## config.mk

```make
export PLATFORM = sky130hd
export DESIGN_NAME = ntc_ctrl
export DESIGN_NICKNAME = d
export VERILOG_FILES = /design/src/design/ntc_pkg.sv /design/src/design/ntc_ctrl.sv
export SDC_FILE = /design/constraint.sdc
export NUM_CORES = 1
export LEC_CHECK = 0
export BUFFER_PORTS_ARGS = -buffer_cell sky130_fd_sc_hd__buf_2
export CORE_AREA = 10 10 59 61
export CTS_BUF_LIST = sky130_fd_sc_hd__clkbuf_8
export DETAILED_ROUTE_END_ITERATION = 7
export DIE_AREA = 0 0 69 71
export HOLD_SLACK_MARGIN = 0.1
export PLACE_DENSITY = 0.66
export RECOVER_POWER = 50
export SLEW_MARGIN = 20
export SYNTH_ARGS = -nofsm -noshare
export SYNTH_HDL_FRONTEND = slang
export SYNTH_SLANG_ARGS = --single-unit
```

## constraint.sdc

```tcl
create_clock -name clk -period 1.6 [get_ports clk]
set_input_delay 0.16 -clock clk [delete_from_list [all_inputs] [get_ports clk]]
set_output_delay 0.16 -clock clk [all_outputs]
set_load 0.01 [all_outputs]
```

## src/design/ntc_pkg.sv

```systemverilog
package ntc_pkg;

  localparam int FEAT_W        = 24;
  localparam int CLASS_W       = 8;
  localparam int ADDR_W        = 6;
  localparam int MAX_TEMPLATES = 64;
  localparam int CNT_W         = 7;
  localparam int DIFF_W        = FEAT_W + 1;
  localparam int SQ_W          = 2 * FEAT_W + 1;
  localparam int DIST_W        = 50;
  localparam int PADDR_W       = 3;

  localparam logic KIND_WRITE    = 1'b0;
  localparam logic KIND_CLASSIFY = 1'b1;

  localparam logic [PADDR_W-1:0] REG_TEMPLATES_IN_USE = 3'h0;

  typedef struct packed {
    logic [FEAT_W-1:0]  elong;
    logic [FEAT_W-1:0]  circ;
    logic [FEAT_W-1:0]  hu;
    logic [CLASS_W-1:0] cls;
  } ntc_entry_t;

  typedef struct packed {
    logic              wr_en;
    logic [ADDR_W-1:0] wr_addr;
    logic              load_query;
    logic              issue;
    logic [ADDR_W-1:0] rd_addr;
  } ntc_cmd_t;

  typedef struct packed {
    logic pipe_busy;
  } ntc_stat_t;

endpackage

```

## src/design/ntc_ctrl.sv

```systemverilog
module ntc_ctrl
  import ntc_pkg::*;
(
  input  logic              clk,
  input  logic              rst_n,
  input  logic              start,
  input  logic              kind,
  input  logic [ADDR_W-1:0] entry_index,
  input  logic [CNT_W-1:0]  templates_in_use,
  input  ntc_stat_t         stat,
  output logic              busy,
  output logic              out_valid,
  output ntc_cmd_t          cmd
);

  typedef enum logic [1:0] {
    ST_IDLE,
    ST_SCAN,
    ST_DRAIN
  } state_t;

  state_t            state_r, state_nxt;
  logic [ADDR_W-1:0] idx_r, idx_nxt;
  logic [CNT_W-1:0]  last_r, last_nxt;
  logic              out_valid_r, out_valid_nxt;
  logic [CNT_W-1:0]  count;
  logic              accept;

  assign count = (templates_in_use > CNT_W'(MAX_TEMPLATES)) ?
                 CNT_W'(MAX_TEMPLATES) : templates_in_use;
  assign accept    = start && (state_r == ST_IDLE);
  assign busy      = (state_r != ST_IDLE);
  assign out_valid = out_valid_r;

  always_comb begin
    cmd.wr_en      = accept && (kind == KIND_WRITE) &&
                     ({1'b0, entry_index} < (ADDR_W+1)'(MAX_TEMPLATES));
    cmd.wr_addr    = entry_index;
    cmd.load_query = accept && (kind == KIND_CLASSIFY);
    cmd.issue      = (state_r == ST_SCAN);
    cmd.rd_addr    = idx_r;
  end

  always_comb begin
    state_nxt     = state_r;
    idx_nxt       = idx_r;
    last_nxt      = last_r;
    out_valid_nxt = 1'b0;
    unique case (state_r)
      ST_IDLE: begin
        if (accept && (kind == KIND_CLASSIFY)) begin
          idx_nxt  = '0;
          last_nxt = count - CNT_W'(1);
          // empty table: nothing to scan, report straight away
          state_nxt = (count == '0) ? ST_DRAIN : ST_SCAN;
        end
      end
      ST_SCAN: begin
        idx_nxt = idx_r + ADDR_W'(1);
        if ({1'b0, idx_r} == last_r) begin
          state_nxt = ST_DRAIN;
        end
      end
      ST_DRAIN: begin
        if (!stat.pipe_busy) begin
          out_valid_nxt = 1'b1;
          state_nxt     = ST_IDLE;
        end
      end
      default: state_nxt = ST_IDLE;
    endcase
  end

  always_ff @(posedge clk) begin
    if (!rst_n) begin
      state_r     <= ST_IDLE;
      out_valid_r <= 1'b0;
      idx_r       <= '0;
      last_r      <= '0;
    end else begin
      state_r     <= state_nxt;
      out_valid_r <= out_valid_nxt;
      idx_r       <= idx_nxt;
      last_r      <= last_nxt;
    end
  end

endmodule

```

# --- Word-level counts from Yosys, hierarchy flattened ---
# Index checks and enable logic that the tools add are counted.
op_classes:
  add_sub_neg: 2
  n_mul: 0
  div: 0
  order_cmp: 1
  n_eq_ne: 6
  shift: 0
  muxes: 9
  n_bitwise: 1
  reduce_logical: 11
op_table:
  columns: ["cell", "count"]
  rows:
  - ["6-bit case mux with 2 select lines", 1]
  - ["2-bit 2-to-1 mux", 4]
  - ["6-bit by 7-bit equality test with 1-bit output", 1]
  - ["7-bit greater-than comparator (second input constant)", 1]
  - ["7-bit zero test", 1]
  - ["7-bit 2-to-1 mux", 1]
  - ["7-bit by 1-bit subtractor with 7-bit output (second input constant)", 1]
  - ["6-bit by 1-bit adder with 6-bit output (second input constant)", 1]
  - ["6-bit 2-to-1 mux", 1]
  - ["2-bit case mux with 3 select lines", 1]
  - ["2-bit AND reduction", 3]
  - ["2-bit inequality test (second input constant)", 2]
  - ["2-bit nonzero test", 2]
  - ["1-bit logical AND", 3]
  - ["3-bit AND reduction", 1]
  - ["2-bit by 1-bit equality test with 1-bit output (second input constant)", 1]
  - ["2-bit equality test (second input constant)", 1]
  - ["2-bit zero test", 1]
  - ["2-bit by 1-bit inequality test with 1-bit output (second input constant)", 1]
  - ["1-bit 2-to-1 mux", 1]
  - ["1-bit inverter", 1]
word_totals:
  regBits: 16
  latchBits: 0
  mem_bits_rw: 0
  mem_bits_ro: 0
  inputBits: 18
  out_inout_bits: 17
  memories: 0

# --- Depth between registers and ports, before layout ---
# Gate-level depths: netlist of the first run.
logic_depth:
  ltp_word: 6
  depth_mapped: 6

# --- Worst setup path before layout of the first run ---
# Ideal clock, no wire load.
synth_path:
  path_type: "reg2reg"
  start: "register idx_r[4]"
  end: "register state_r[1]"
  t_arrival_ns: 1.374
  path_slack_ns: 0.166
  stages_incl_launch_ff: 5
  path_buffers: 0
  period_less_slack_ns: 1.434
  cell_sequence: "dfxtp_1 -> xor2_1 -> or4_4 -> o32ai_2 -> and3_1"
synth_between:
  elab_chain_len: 3
synth_lines:
  columns: ["item", "line", "rtl"]
  rows:
  - ["from (decl)", "ntc_ctrl.sv:23", "logic [ADDR_W-1:0] idx_r, idx_nxt;"]
  - ["from (signal assigned)", "ntc_ctrl.sv:83", "idx_r <= idx_nxt;"]
  - ["6-bit by 7-bit equality test with 1-bit output", "ntc_ctrl.sv:60", "if ({1'b0, idx_r} == last_r) begin"]
  - ["2-bit by 1-bit inequality test with 1-bit output (no source line)", null, null]
  - ["3-bit AND reduction (no source line)", null, null]
  - ["to (signal assigned)", "ntc_ctrl.sv:81", "state_r <= state_nxt;"]
  - ["to (decl)", "ntc_ctrl.sv:22", "state_t state_r, state_nxt;"]
# Every way passes these cells.
# A chain may end at the register's enable or synchronous reset.

# --- Worst setup path after layout of the first run ---
# Same ends and word-level chain as after synthesis.

==> key figures, run 1 <==
GRT
  • Largest net degree at the start of global routing: 18
  • Vias in the first global route: 864
  • Met1 Use GR: 8.82%
  • Most used routing layer: met2
  • Initial antenna violation count: 0
  • Grt ovf: 0
  • First-pass GRT wire length: 3690 um
  • Grt met3 use: 2.93%
  • Grt met2 use: 15.3%
  • GRT Util Overall: 8.96%

Worst hold path
  • Min-delay worst type: in2reg
  • Worst Hold Launch: templates_in_use[5]

Logic synthesis
  • Cell variety after synth: between 40 and 50
  • Synth Flop Type: dfxtp_1
  • Flops & latches, synth: 16
  • Synth async-reset ratio: 0%
  • Syn Nets: 129
  • Synth area leader: dfxtp_1
  • Avg Cell Area, Syn: 8.50 sq um
  • Netlist Area Pre-Place: 918 sq um
  • Cell with the most instances after synthesis: dfxtp_1
  • Syn Inst Count: around 110
  • Synth top cells by count: dfxtp_1 (16), nand2_1 (11), nor2_1 (8)
  • EDFF count, synth: 0
  • Syn. warnings: 0
  • Sequential cell area fraction in the yosys report: 34.9%
  • Area contributors post-synth: dfxtp_1 (35%), buf_4 (4.9%), xnor2_1 (4.8%), nand2_1 (4.5%), ha_1 (4.1%)
  • Yosys top cell area share: 34.9%

Route
  • DRC viols: 0
  • Routed len/inst: between 10 and 15 um
  • Vias/cell: 5.35
  • Post-Route WL: 2210 um
  • Starting DRC count in detailed routing: 33
  • Drt pass-1 iters: 4
  • Antenna-violating nets left: 0
  • Via Count: between 800 and 900

Clock tree
  • TritonCTS Buffers: 3
  • Post-CTS Setup Inserts: 0
  • CTS tree: built
  • Clock transition at the registers of the reported paths: 0.06 ns
  • CTS H-tree lvls: 1
  • Clock Path Buffers: 2
  • Clk sink count: 16
  • CTS resizes: 0
  • Root buf cell: clkbuf_8
  • Clock latency reported for the late side of the worst-skew pair: 0.25 ns

Placement
  • Routability cong.: slightly below 0.8
  • DP Cell Count: 153
  • Post-DP HPWL: approximately 1700 um
  • IO buf count: 22
  • Cell area after placement: between 1000 and 1500 sq um

Timing
  • Hold Slack: 0.210 ns
  • Slew HR: 79.7%
  • RSZ-0062 raised after global routing: false
  • Worst-Margin Slew: about 0.3 ns
  • Fmax: 682 MHz
  • Post-layout min period: 1.47 ns
  • # setup viols final: 0
  • Max Slew Vio Count: 0
  • Part of the cycle the worst path needs: 91.6%
  • Final Hold Viols: 0
  • Fin Clk Skew: ~0.0022 ns
  • Fin Setup TNS: 0 ns

Die
  • Die W: a little under 70 um
  • Starting Density: 38.5%
  • Die Y: 71 um
  • Die ar.: between 4000 and 5000 sq um
  • Core area: 2390 sq um
  • # rows: 18
  • # IOs: 35

Layout
  • # diodes: 0
  • Synth-to-layout area growth: 17.6%
  • Share of layout cells above drive strength 1: between 20% and 30%
  • Finished Layout Cells: 158
  • Fin area: 1080 sq um
  • Fin nets: 150

Critical path
  • Critical Path Fanout Max: 5
  • Worst setup EP type: flip-flop
  • CP required: roughly 1.8 ns
  • CP startpoint kind: flip-flop
  • Critical Path AT: 1.67 ns
  • Worst Setup SP: idx_r[4]$_SDFFE_PN0P_
  • Crit path kind: reg2reg
  • Crit Reg-Reg Startpoint: idx_r[4]$_SDFFE_PN0P_

Pwr
  • Cell Pwr Density: a little over 900 nW/um^2
  • VDD IR max: 0.364 mV
  • LEAKAGE: 0.494 nW
  • Pwr Total: slightly below 0.001 W

Run status
  • Run status: finished, final reports clean

Flow run
  • Max-capacitance violation count: 0
power breakdown:
group,leakage (nW),internal [W],switching (W)
clock network,0.0288,0.000219,0.000144
registers,0.131,0.000420,0.0000199
logic,0.335,0.0000840,0.0000959
total,0.494,0.000722,0.000260
through the flow:
stage | setup slack, ns | util, %
after floorplan | 0.166 | -
after global placement | 0.192 | 42.9
after detailed placement | 0.165 | 42.9
after CTS | 0.135 | 45.2
after global routing | 0.0683 | 45.2
final | 0.134 | 45.2
layer usage:
metal | routed length, um | share of wire (%) | up-vias
met1 | 905 | 41 | 404
li1 | - | - | 418
met5 | 0 | 0 | -
met2 | 1160 | 52 | 17
met4 | 57 | 2.6 | 0
met3 | 91 | 4.1 | 7
kinds of logic after synthesis:
kind of cell    after synthesis  synth area share (%)
compound gates               25                  19.1
buf+inv                      13                  8.17
xor+xnor                      9                  8.58
flops                        16                  34.9
simple gates                 42                  25.2
fa+ha+maj                     3                  4.09
registers in the layout (all words and copies together) (netlist names):
| signal | count |
|---|---|
| last_r | 7 |
| idx_r | 6 |
| state_r | 2 |
| out_valid | 1 |
critical path: stages, from the launching register on:
cell     delay [ns]
dfxtp_1        0.35
xor2_1         0.17
or4_4          0.52
o32ai_2        0.20
and3_1         0.18
repair_timing:
item,CTS,global route
hold endpoints to repair,0,1
hold buffers,0,1
endpoints found under the setup margin,0,0
layout by cell type (no fill, tap or decap), drive strengths merged, types with 3 or more instances in the layout:
| master | n |
|---|---|
| o211a | 3 |
| buf | 17 |
| xnor2 | 5 |
| a21oi | 5 |
| nor2 | 8 |
| nand3 | 4 |
| o21ai | 7 |
| xor2 | 4 |
| inv | 3 |
| ha | 3 |
| clkbuf | 12 |
| nand2 | 11 |
| dfxtp | 16 |
path summary, 6_finish.rpt:
| kind | cells after the start | to | slack [ns] |
|---|---|---|---|
| setup / recovery | 4 | state_r[1]$_SDFFE_PN0P_ | 0.13 |
| hold / removal | 3 | last_r[5]$_SDFFE_PN0P_ | 0.21 |
| setup reg to reg | 4 | state_r[1]$_SDFFE_PN0P_ | 0.13 |
| hold reg to reg | 1 | last_r[1]$_SDFFE_PN0P_ | 0.52 |
cell type report:
cell class | count | area (sq um)
Clock buffer | 4 | 55.1
Fill cell | 254 | 1310
Timing Repair Buffer | 26 | 133
Tap cell | 30 | 37.5
Sequential cell | 16 | 320
Inverter | 3 | 11.3
Multi-Input combinational cell | 79 | 523
No activity file was read; power rests on OpenSTA's default activity.
==> inputs of run 2 (changes only) <==
==> constraint.sdc (replaced) <==
create_clock -name clk -period 1.7 [get_ports clk]
set_input_delay 0.17 -clock clk [delete_from_list [all_inputs] [get_ports clk]]
set_output_delay 0.17 -clock clk [all_outputs]
set_load 0.01 [all_outputs]
==> run 2 against run 1 <==
  * First-iteration DRC count grew 3.0%
  * Setup slack better by 0.088 ns
  * Via count fell by 5.0%
  * Clock power is 24% lower
  * Highest routed layer unchanged
  * Critical path depth unchanged
  * Clock skew about the same
  * Sequential cell count unchanged
==> key figures, run 2 (same netlist as run 1, synthesis figures left out) <==
Route
  • Via Count: 804
  • Routed len/inst: 13.3 um
  • Starting DRC count in detailed routing: 34
  • DRC viols: 0
  • Post-Route WL: around 2100 um
  • Drt pass-1 iters: 4
  • Top routing layer in use: met4
  • Metal3 WL: 119 um
  • Antenna-violating nets left: 0
  • Vias/cell: slightly above 5
  • Met1 Wirelength: roughly 840 um
  • Routed length on met2: around 1100 um

Die
  • # rows: 18
  • Core area: approximately 2400 sq um
  • Starting Density: 38.5%
  • Die Y: about 71 um
  • # IOs: 35
  • Die ar.: 4900 sq um
  • Die W: 69 um

Critical path
  • Critical Path AT: 1.67 ns
  • CP top delay family: simple AND/OR/NAND/NOR gates
  • Worst setup EP type: flip-flop
  • Crit-path cells: xor2_1 -> or4_4 -> o32ai_2 -> and3_1
  • Crit path kind: reg2reg
  • Critical Path Slowest Stage Cell: or4_4
  • Buf/Inv on CP: 0
  • Critical Path Fanout Max: 5
  • CP max stage delay: 0.53 ns
  • CP required: ~1.9 ns
  • Reg2Reg Setup Slack: 0.22 ns
  • CP startpoint kind: flip-flop

Layout
  • Fin nets: 148
  • Top Registers: last_r (7), idx_r (6), state_r (2)
  • # diodes: 0
  • Share of layout cells above drive strength 1: between 20% and 30%
  • Commonest non-fill, non-tap cell in the layout: dfxtp_1
  • Most frequent cells in the layout: dfxtp_1 (16), buf_2 (15), nand2_1 (11)
  • Synth-to-layout area growth: 14.3%
  • Max reg flops: 7
  • Reg with most FFs: last_r

GRT
  • Grt ovf: 0
  • Initial antenna violation count: 0
  • GRT Util Overall: 8.73%
  • First-pass GRT wire length: approximately 3700 um
  • Vias in the first global route: 828
  • Largest net degree at the start of global routing: 18

Timing
  • Fin Clk Skew: 0.00243 ns
  • Fin Setup TNS: 0 ns
  • Worst-Margin Slew: 0.294 ns
  • Slew HR: 80.2%
  • Fmax: 676 MHz
  • Final Hold Viols: 0
  • # setup viols final: 0
  • RSZ-0062 raised after global routing: false
  • Post-layout min period: 1.48 ns
  • Max Slew Vio Count: 0
  • Part of the cycle the worst path needs: roughly 87%

Flow run
  • Max-capacitance violation count: 0

Pwr
  • LEAKAGE: between 0.4 and 0.5 nW
  • VDD IR max: 0.571 mV
  • Pwr Total: 0.000854 W
  • Cell Pwr Density: 814 nW/um^2

Run status
  • Run status: finished, final reports clean

Clock tree
  • Clk sink count: 16
  • CTS H-tree lvls: 1
  • Clock latency reported for the late side of the worst-skew pair: 0.25 ns
  • TritonCTS Buffers: 3
  • CTS resizes: 0
  • Root buf cell: clkbuf_8
  • Clock Path Buffers: 2
  • Clock transition at the registers of the reported paths: 0.06 ns
  • Post-CTS Setup Inserts: 0
  • CTS tree: built
  • Hold Buf Count CTS: 0

Placement
  • Routability cong.: approximately 0.77
  • IO buf count: 22

Worst hold path
  • Min-delay worst type: in2reg
[run 2: cell count changes in the layout (fill, tap and decap cells not counted)]
| cell | delta |
|---|---|
| buf_2 | +1 |
| buf_4 | -1 |
| clkbuf_1 | -1 |
| clkbuf_8 | -1 |
| dlygate4sd3_1 | -1 |
[run 2: path summary, 6_finish.rpt]
| path | start | endpoint | depth (start not counted) |
|---|---|---|---|
| max | idx_r[4]$_SDFFE_PN0P_ | state_r[1]$_SDFFE_PN0P_ | 4 |
| min | stat | out_valid$_SDFF_PN0_ | 2 |
| min reg2reg | last_r[6]$_SDFFE_PN0P_ | last_r[6]$_SDFFE_PN0P_ | 1 |
| max reg2reg | idx_r[4]$_SDFFE_PN0P_ | state_r[1]$_SDFFE_PN0P_ | 4 |
[run 2: area by class of cell]
| type | count | area [sq um] |
|---|---|---|
| clock buffers | 3 | 41.3 |
| multi-input cells | 79 | 523 |
| well taps | 30 | 37.5 |
| flip-flops and latches | 16 | 320 |
| repair buffers | 24 | 116 |
| fillers | 264 | 1340 |
| inverters | 3 | 11.3 |
[run 2: power by group]
part           internal [W]  switching (W)
sequential         0.000395      0.0000177
clock              0.000157       0.000120
combinational     0.0000758      0.0000883
total              0.000628       0.000226
[run 2: routing by layer]
metal | vias to the layer above | track usage, %
met4 | 0 | 3.58
li1 | 412 | -
met5 | - | 0
met2 | 17 | 16.0
met3 | 4 | 3.49
met1 | 371 | 8.60
[run 2: metrics by stage]
| stage | util [%] | area [sq um] | setup slack (ns) | cells | hold slack [ns] |
|---|---|---|---|---|---|
| 6_report | 44.0 | 1050 | 0.222 | 155 | 0.125 |
| 5_1_grt | 44.0 | 1050 | 0.133 | 155 | 0.112 |
| 4_1_cts | 44.3 | 1060 | 0.210 | 155 | 0.121 |
| 3_5_place_dp | 42.6 | 1020 | 0.234 | 152 | 0.340 |
| 3_3_place_gp | 42.6 | 1020 | 0.239 | 152 | 0.340 |
| 2_1_floorplan | - | 918 | 0.266 | 108 | 0.248 |
==> inputs of run 3 (changes only) <==
--- a/config.mk
+++ b/config.mk
@@ -6,12 +6,12 @@
 export NUM_CORES = 1
 export LEC_CHECK = 0
 export BUFFER_PORTS_ARGS = -buffer_cell sky130_fd_sc_hd__buf_2
-export CORE_AREA = 10 10 59 61
+export CORE_AREA = 10 10 53 55
 export CTS_BUF_LIST = sky130_fd_sc_hd__clkbuf_8
 export DETAILED_ROUTE_END_ITERATION = 7
-export DIE_AREA = 0 0 69 71
+export DIE_AREA = 0 0 63 65
 export HOLD_SLACK_MARGIN = 0.1
-export PLACE_DENSITY = 0.66
+export PLACE_DENSITY = 0.83
 export RECOVER_POWER = 50
 export SLEW_MARGIN = 20
 export SYNTH_ARGS = -nofsm -noshare
==> run 3 against run 2 <==
  * Power rose by 7.5%
  * Critical path type unchanged
  * Critical endpoint unchanged
  * Register-to-register slack barely moved
  * Routed wire length is 3.8% higher
  * Combinational power hardly changed
  * Critical path depth is the same
==> key figures, run 3 (same netlist as run 1, synthesis figures left out) <==
Die
  • # IOs: 35
  • Starting Density: 49.3%
  • Die ar.: between 4000 and 5000 sq um
  • Die Y: approximately 65 um
  • Core area: 1860 sq um
  • Die W: 63 um
  • # rows: 16

Timing
  • RSZ-0062 raised after global routing: false
  • Fmax: 673 MHz
  • Fin Setup TNS: 0 ns
  • Slew HR: 80.6%
  • Post-layout min period: roughly 1.5 ns
  • Worst-Margin Slew: 0.287 ns
  • Worst Setup Slack, final: 0.213 ns
  • Final Hold Viols: 0
  • Hold Slack: 0.123 ns
  • Part of the cycle the worst path needs: 87.4%
  • # setup viols final: 0
  • Max Slew Vio Count: 0
  • Fin Clk Skew: 0.00355 ns

Placement
  • Cell area after placement: ~1000 sq um
  • IO buf count: 22
  • DP Cell Count: 149
  • Routability cong.: about 0.83
  • Placement Setup Slack: 0.239 ns
  • Post-DP HPWL: 1630 um

GRT
  • Grt ovf: 0
  • GRT Util Overall: 10.2%
  • First-pass GRT wire length: 3450 um
  • Largest net degree at the start of global routing: 18
  • Initial antenna violation count: 0
  • Vias in the first global route: 787

Route
  • Vias/cell: 5.44
  • Via Count: 833
  • Drt pass-1 iters: 4
  • Post-Route WL: 2140 um
  • Routed len/inst: 14.0 um
  • Antenna-violating nets left: 0
  • DRC viols: 0
  • Starting DRC count in detailed routing: 23

Critical path
  • Crit path kind: reg2reg
  • Critical Path AT: 1.68 ns
  • Worst R2R Path Depth: 4
  • CP required: 1.90 ns
  • Critical Path Fanout Max: 5
  • CP startpoint kind: flip-flop
  • Worst setup EP type: flip-flop

Layout
  • FILL cells: 185
  • Commonest non-fill, non-tap cell in the layout: dfxtp_1
  • Finished Layout Cells: 153
  • Share of layout cells above drive strength 1: 20.6%
  • Sequential Area: between 300 and 400 sq um
  • Top Registers: last_r (7), idx_r (6), state_r (2)
  • Synth-to-layout area growth: 15.4%
  • Fin nets: 148
  • Max reg flops: 7
  • # diodes: 0
  • Area of the multi-input gates: 523 sq um
  • Reg with most FFs: last_r
  • Most frequent cells in the layout: dfxtp_1 (16), buf_2 (15), nand2_1 (11)
  • Fin area: between 1000 and 1500 sq um

Clock tree
  • TritonCTS Buffers: 3
  • Clock Path Buffers: 2
  • Hold Buf Count CTS: 0
  • CTS resizes: 0
  • Clk sink count: 16
  • Clock transition at the registers of the reported paths: 0.07 ns
  • Clock latency reported for the late side of the worst-skew pair: between 0.2 and 0.3 ns
  • CTS H-tree lvls: 1
  • CTS tree: built
  • Post-CTS Setup Inserts: 0
  • Root buf cell: clkbuf_8

Pwr
  • Clk pwr share: about 37%
  • VDD IR max: 0.470 mV
  • P_sw: 0.000242 W
  • Internal power: 0.000676 W
  • Net Sw Frac: roughly a quarter
  • Reg power frac: 45.1%
  • Gate power share: 18.0%
  • Cell Pwr Density: 867 nW/um^2
  • LEAKAGE: 0.488 nW

Worst hold path
  • Hold-critical path depth: 2
  • Min-delay worst type: in2reg

Run status
  • Run status: finished, final reports clean

Flow run
  • Max-capacitance violation count: 0
[run 3: cell count changes in the layout (fill, tap and decap cells not counted), sizes merged]
| cell | delta |
|---|---|
| clkbuf | +1 |
[run 3: worst paths after layout]
check	end	slack, ns	startpoint
min	out_valid$_SDFF_PN0_	0.12	stat
min reg2reg	last_r[0]$_SDFFE_PN0P_	0.52	last_r[0]$_SDFFE_PN0P_
max reg2reg	state_r[1]$_SDFFE_PN0P_	0.21	idx_r[4]$_SDFFE_PN0P_
max	state_r[1]$_SDFFE_PN0P_	0.21	idx_r[4]$_SDFFE_PN0P_
[run 3: area by class of cell]
| class | count | share of cell area, % |
|---|---|---|
| tap | 27 | 3.19 |
| multi-input combinational | 79 | 49.4 |
| inverter | 3 | 1.06 |
| sequential | 16 | 30.2 |
| timing repair buffer | 24 | 11.0 |
| clock buffer | 4 | 5.19 |
[run 3: stage by stage]
stage	total power, W	utilization, %
after floorplan	0.000545	-
after global placement	0.000580	54.4
after detailed placement	0.000586	54.4
after CTS	0.000925	57.4
after global routing	0.000958	56.9
final	0.000918	56.9
[run 3: power by group through the flow]
| stage | sequential [W] | clock [W] | combinational [W] |
|---|---|---|---|
| after floorplan | 0.000418 | 0 | 0.000127 |
| after global placement | 0.000421 | 0 | 0.000159 |
| after detailed placement | 0.000422 | 0 | 0.000164 |
| after CTS | 0.000414 | 0.000345 | 0.000166 |
| after global routing | 0.000415 | 0.000357 | 0.000185 |
| final | 0.000414 | 0.000339 | 0.000166 |
[run 3: critical path: stages, from the launching register on]
cell and delay [ns]:
dfxtp_1 0.35, xor2_1 0.18, or4_4 0.53, o32ai_2 0.20
and3_1 0.18
[run 3: routing by layer]
| layer | track usage (%) | vias up | routed length (um) |
|---|---|---|---|
| met4 | 5.03 | 0 | 30 |
| met1 | 10.5 | 400 | 933 |
| met3 | 3.61 | 5 | 84 |
| met2 | 18.0 | 13 | 1090 |
| li1 | - | 415 | - |
| met5 | 0 | - | 0 |
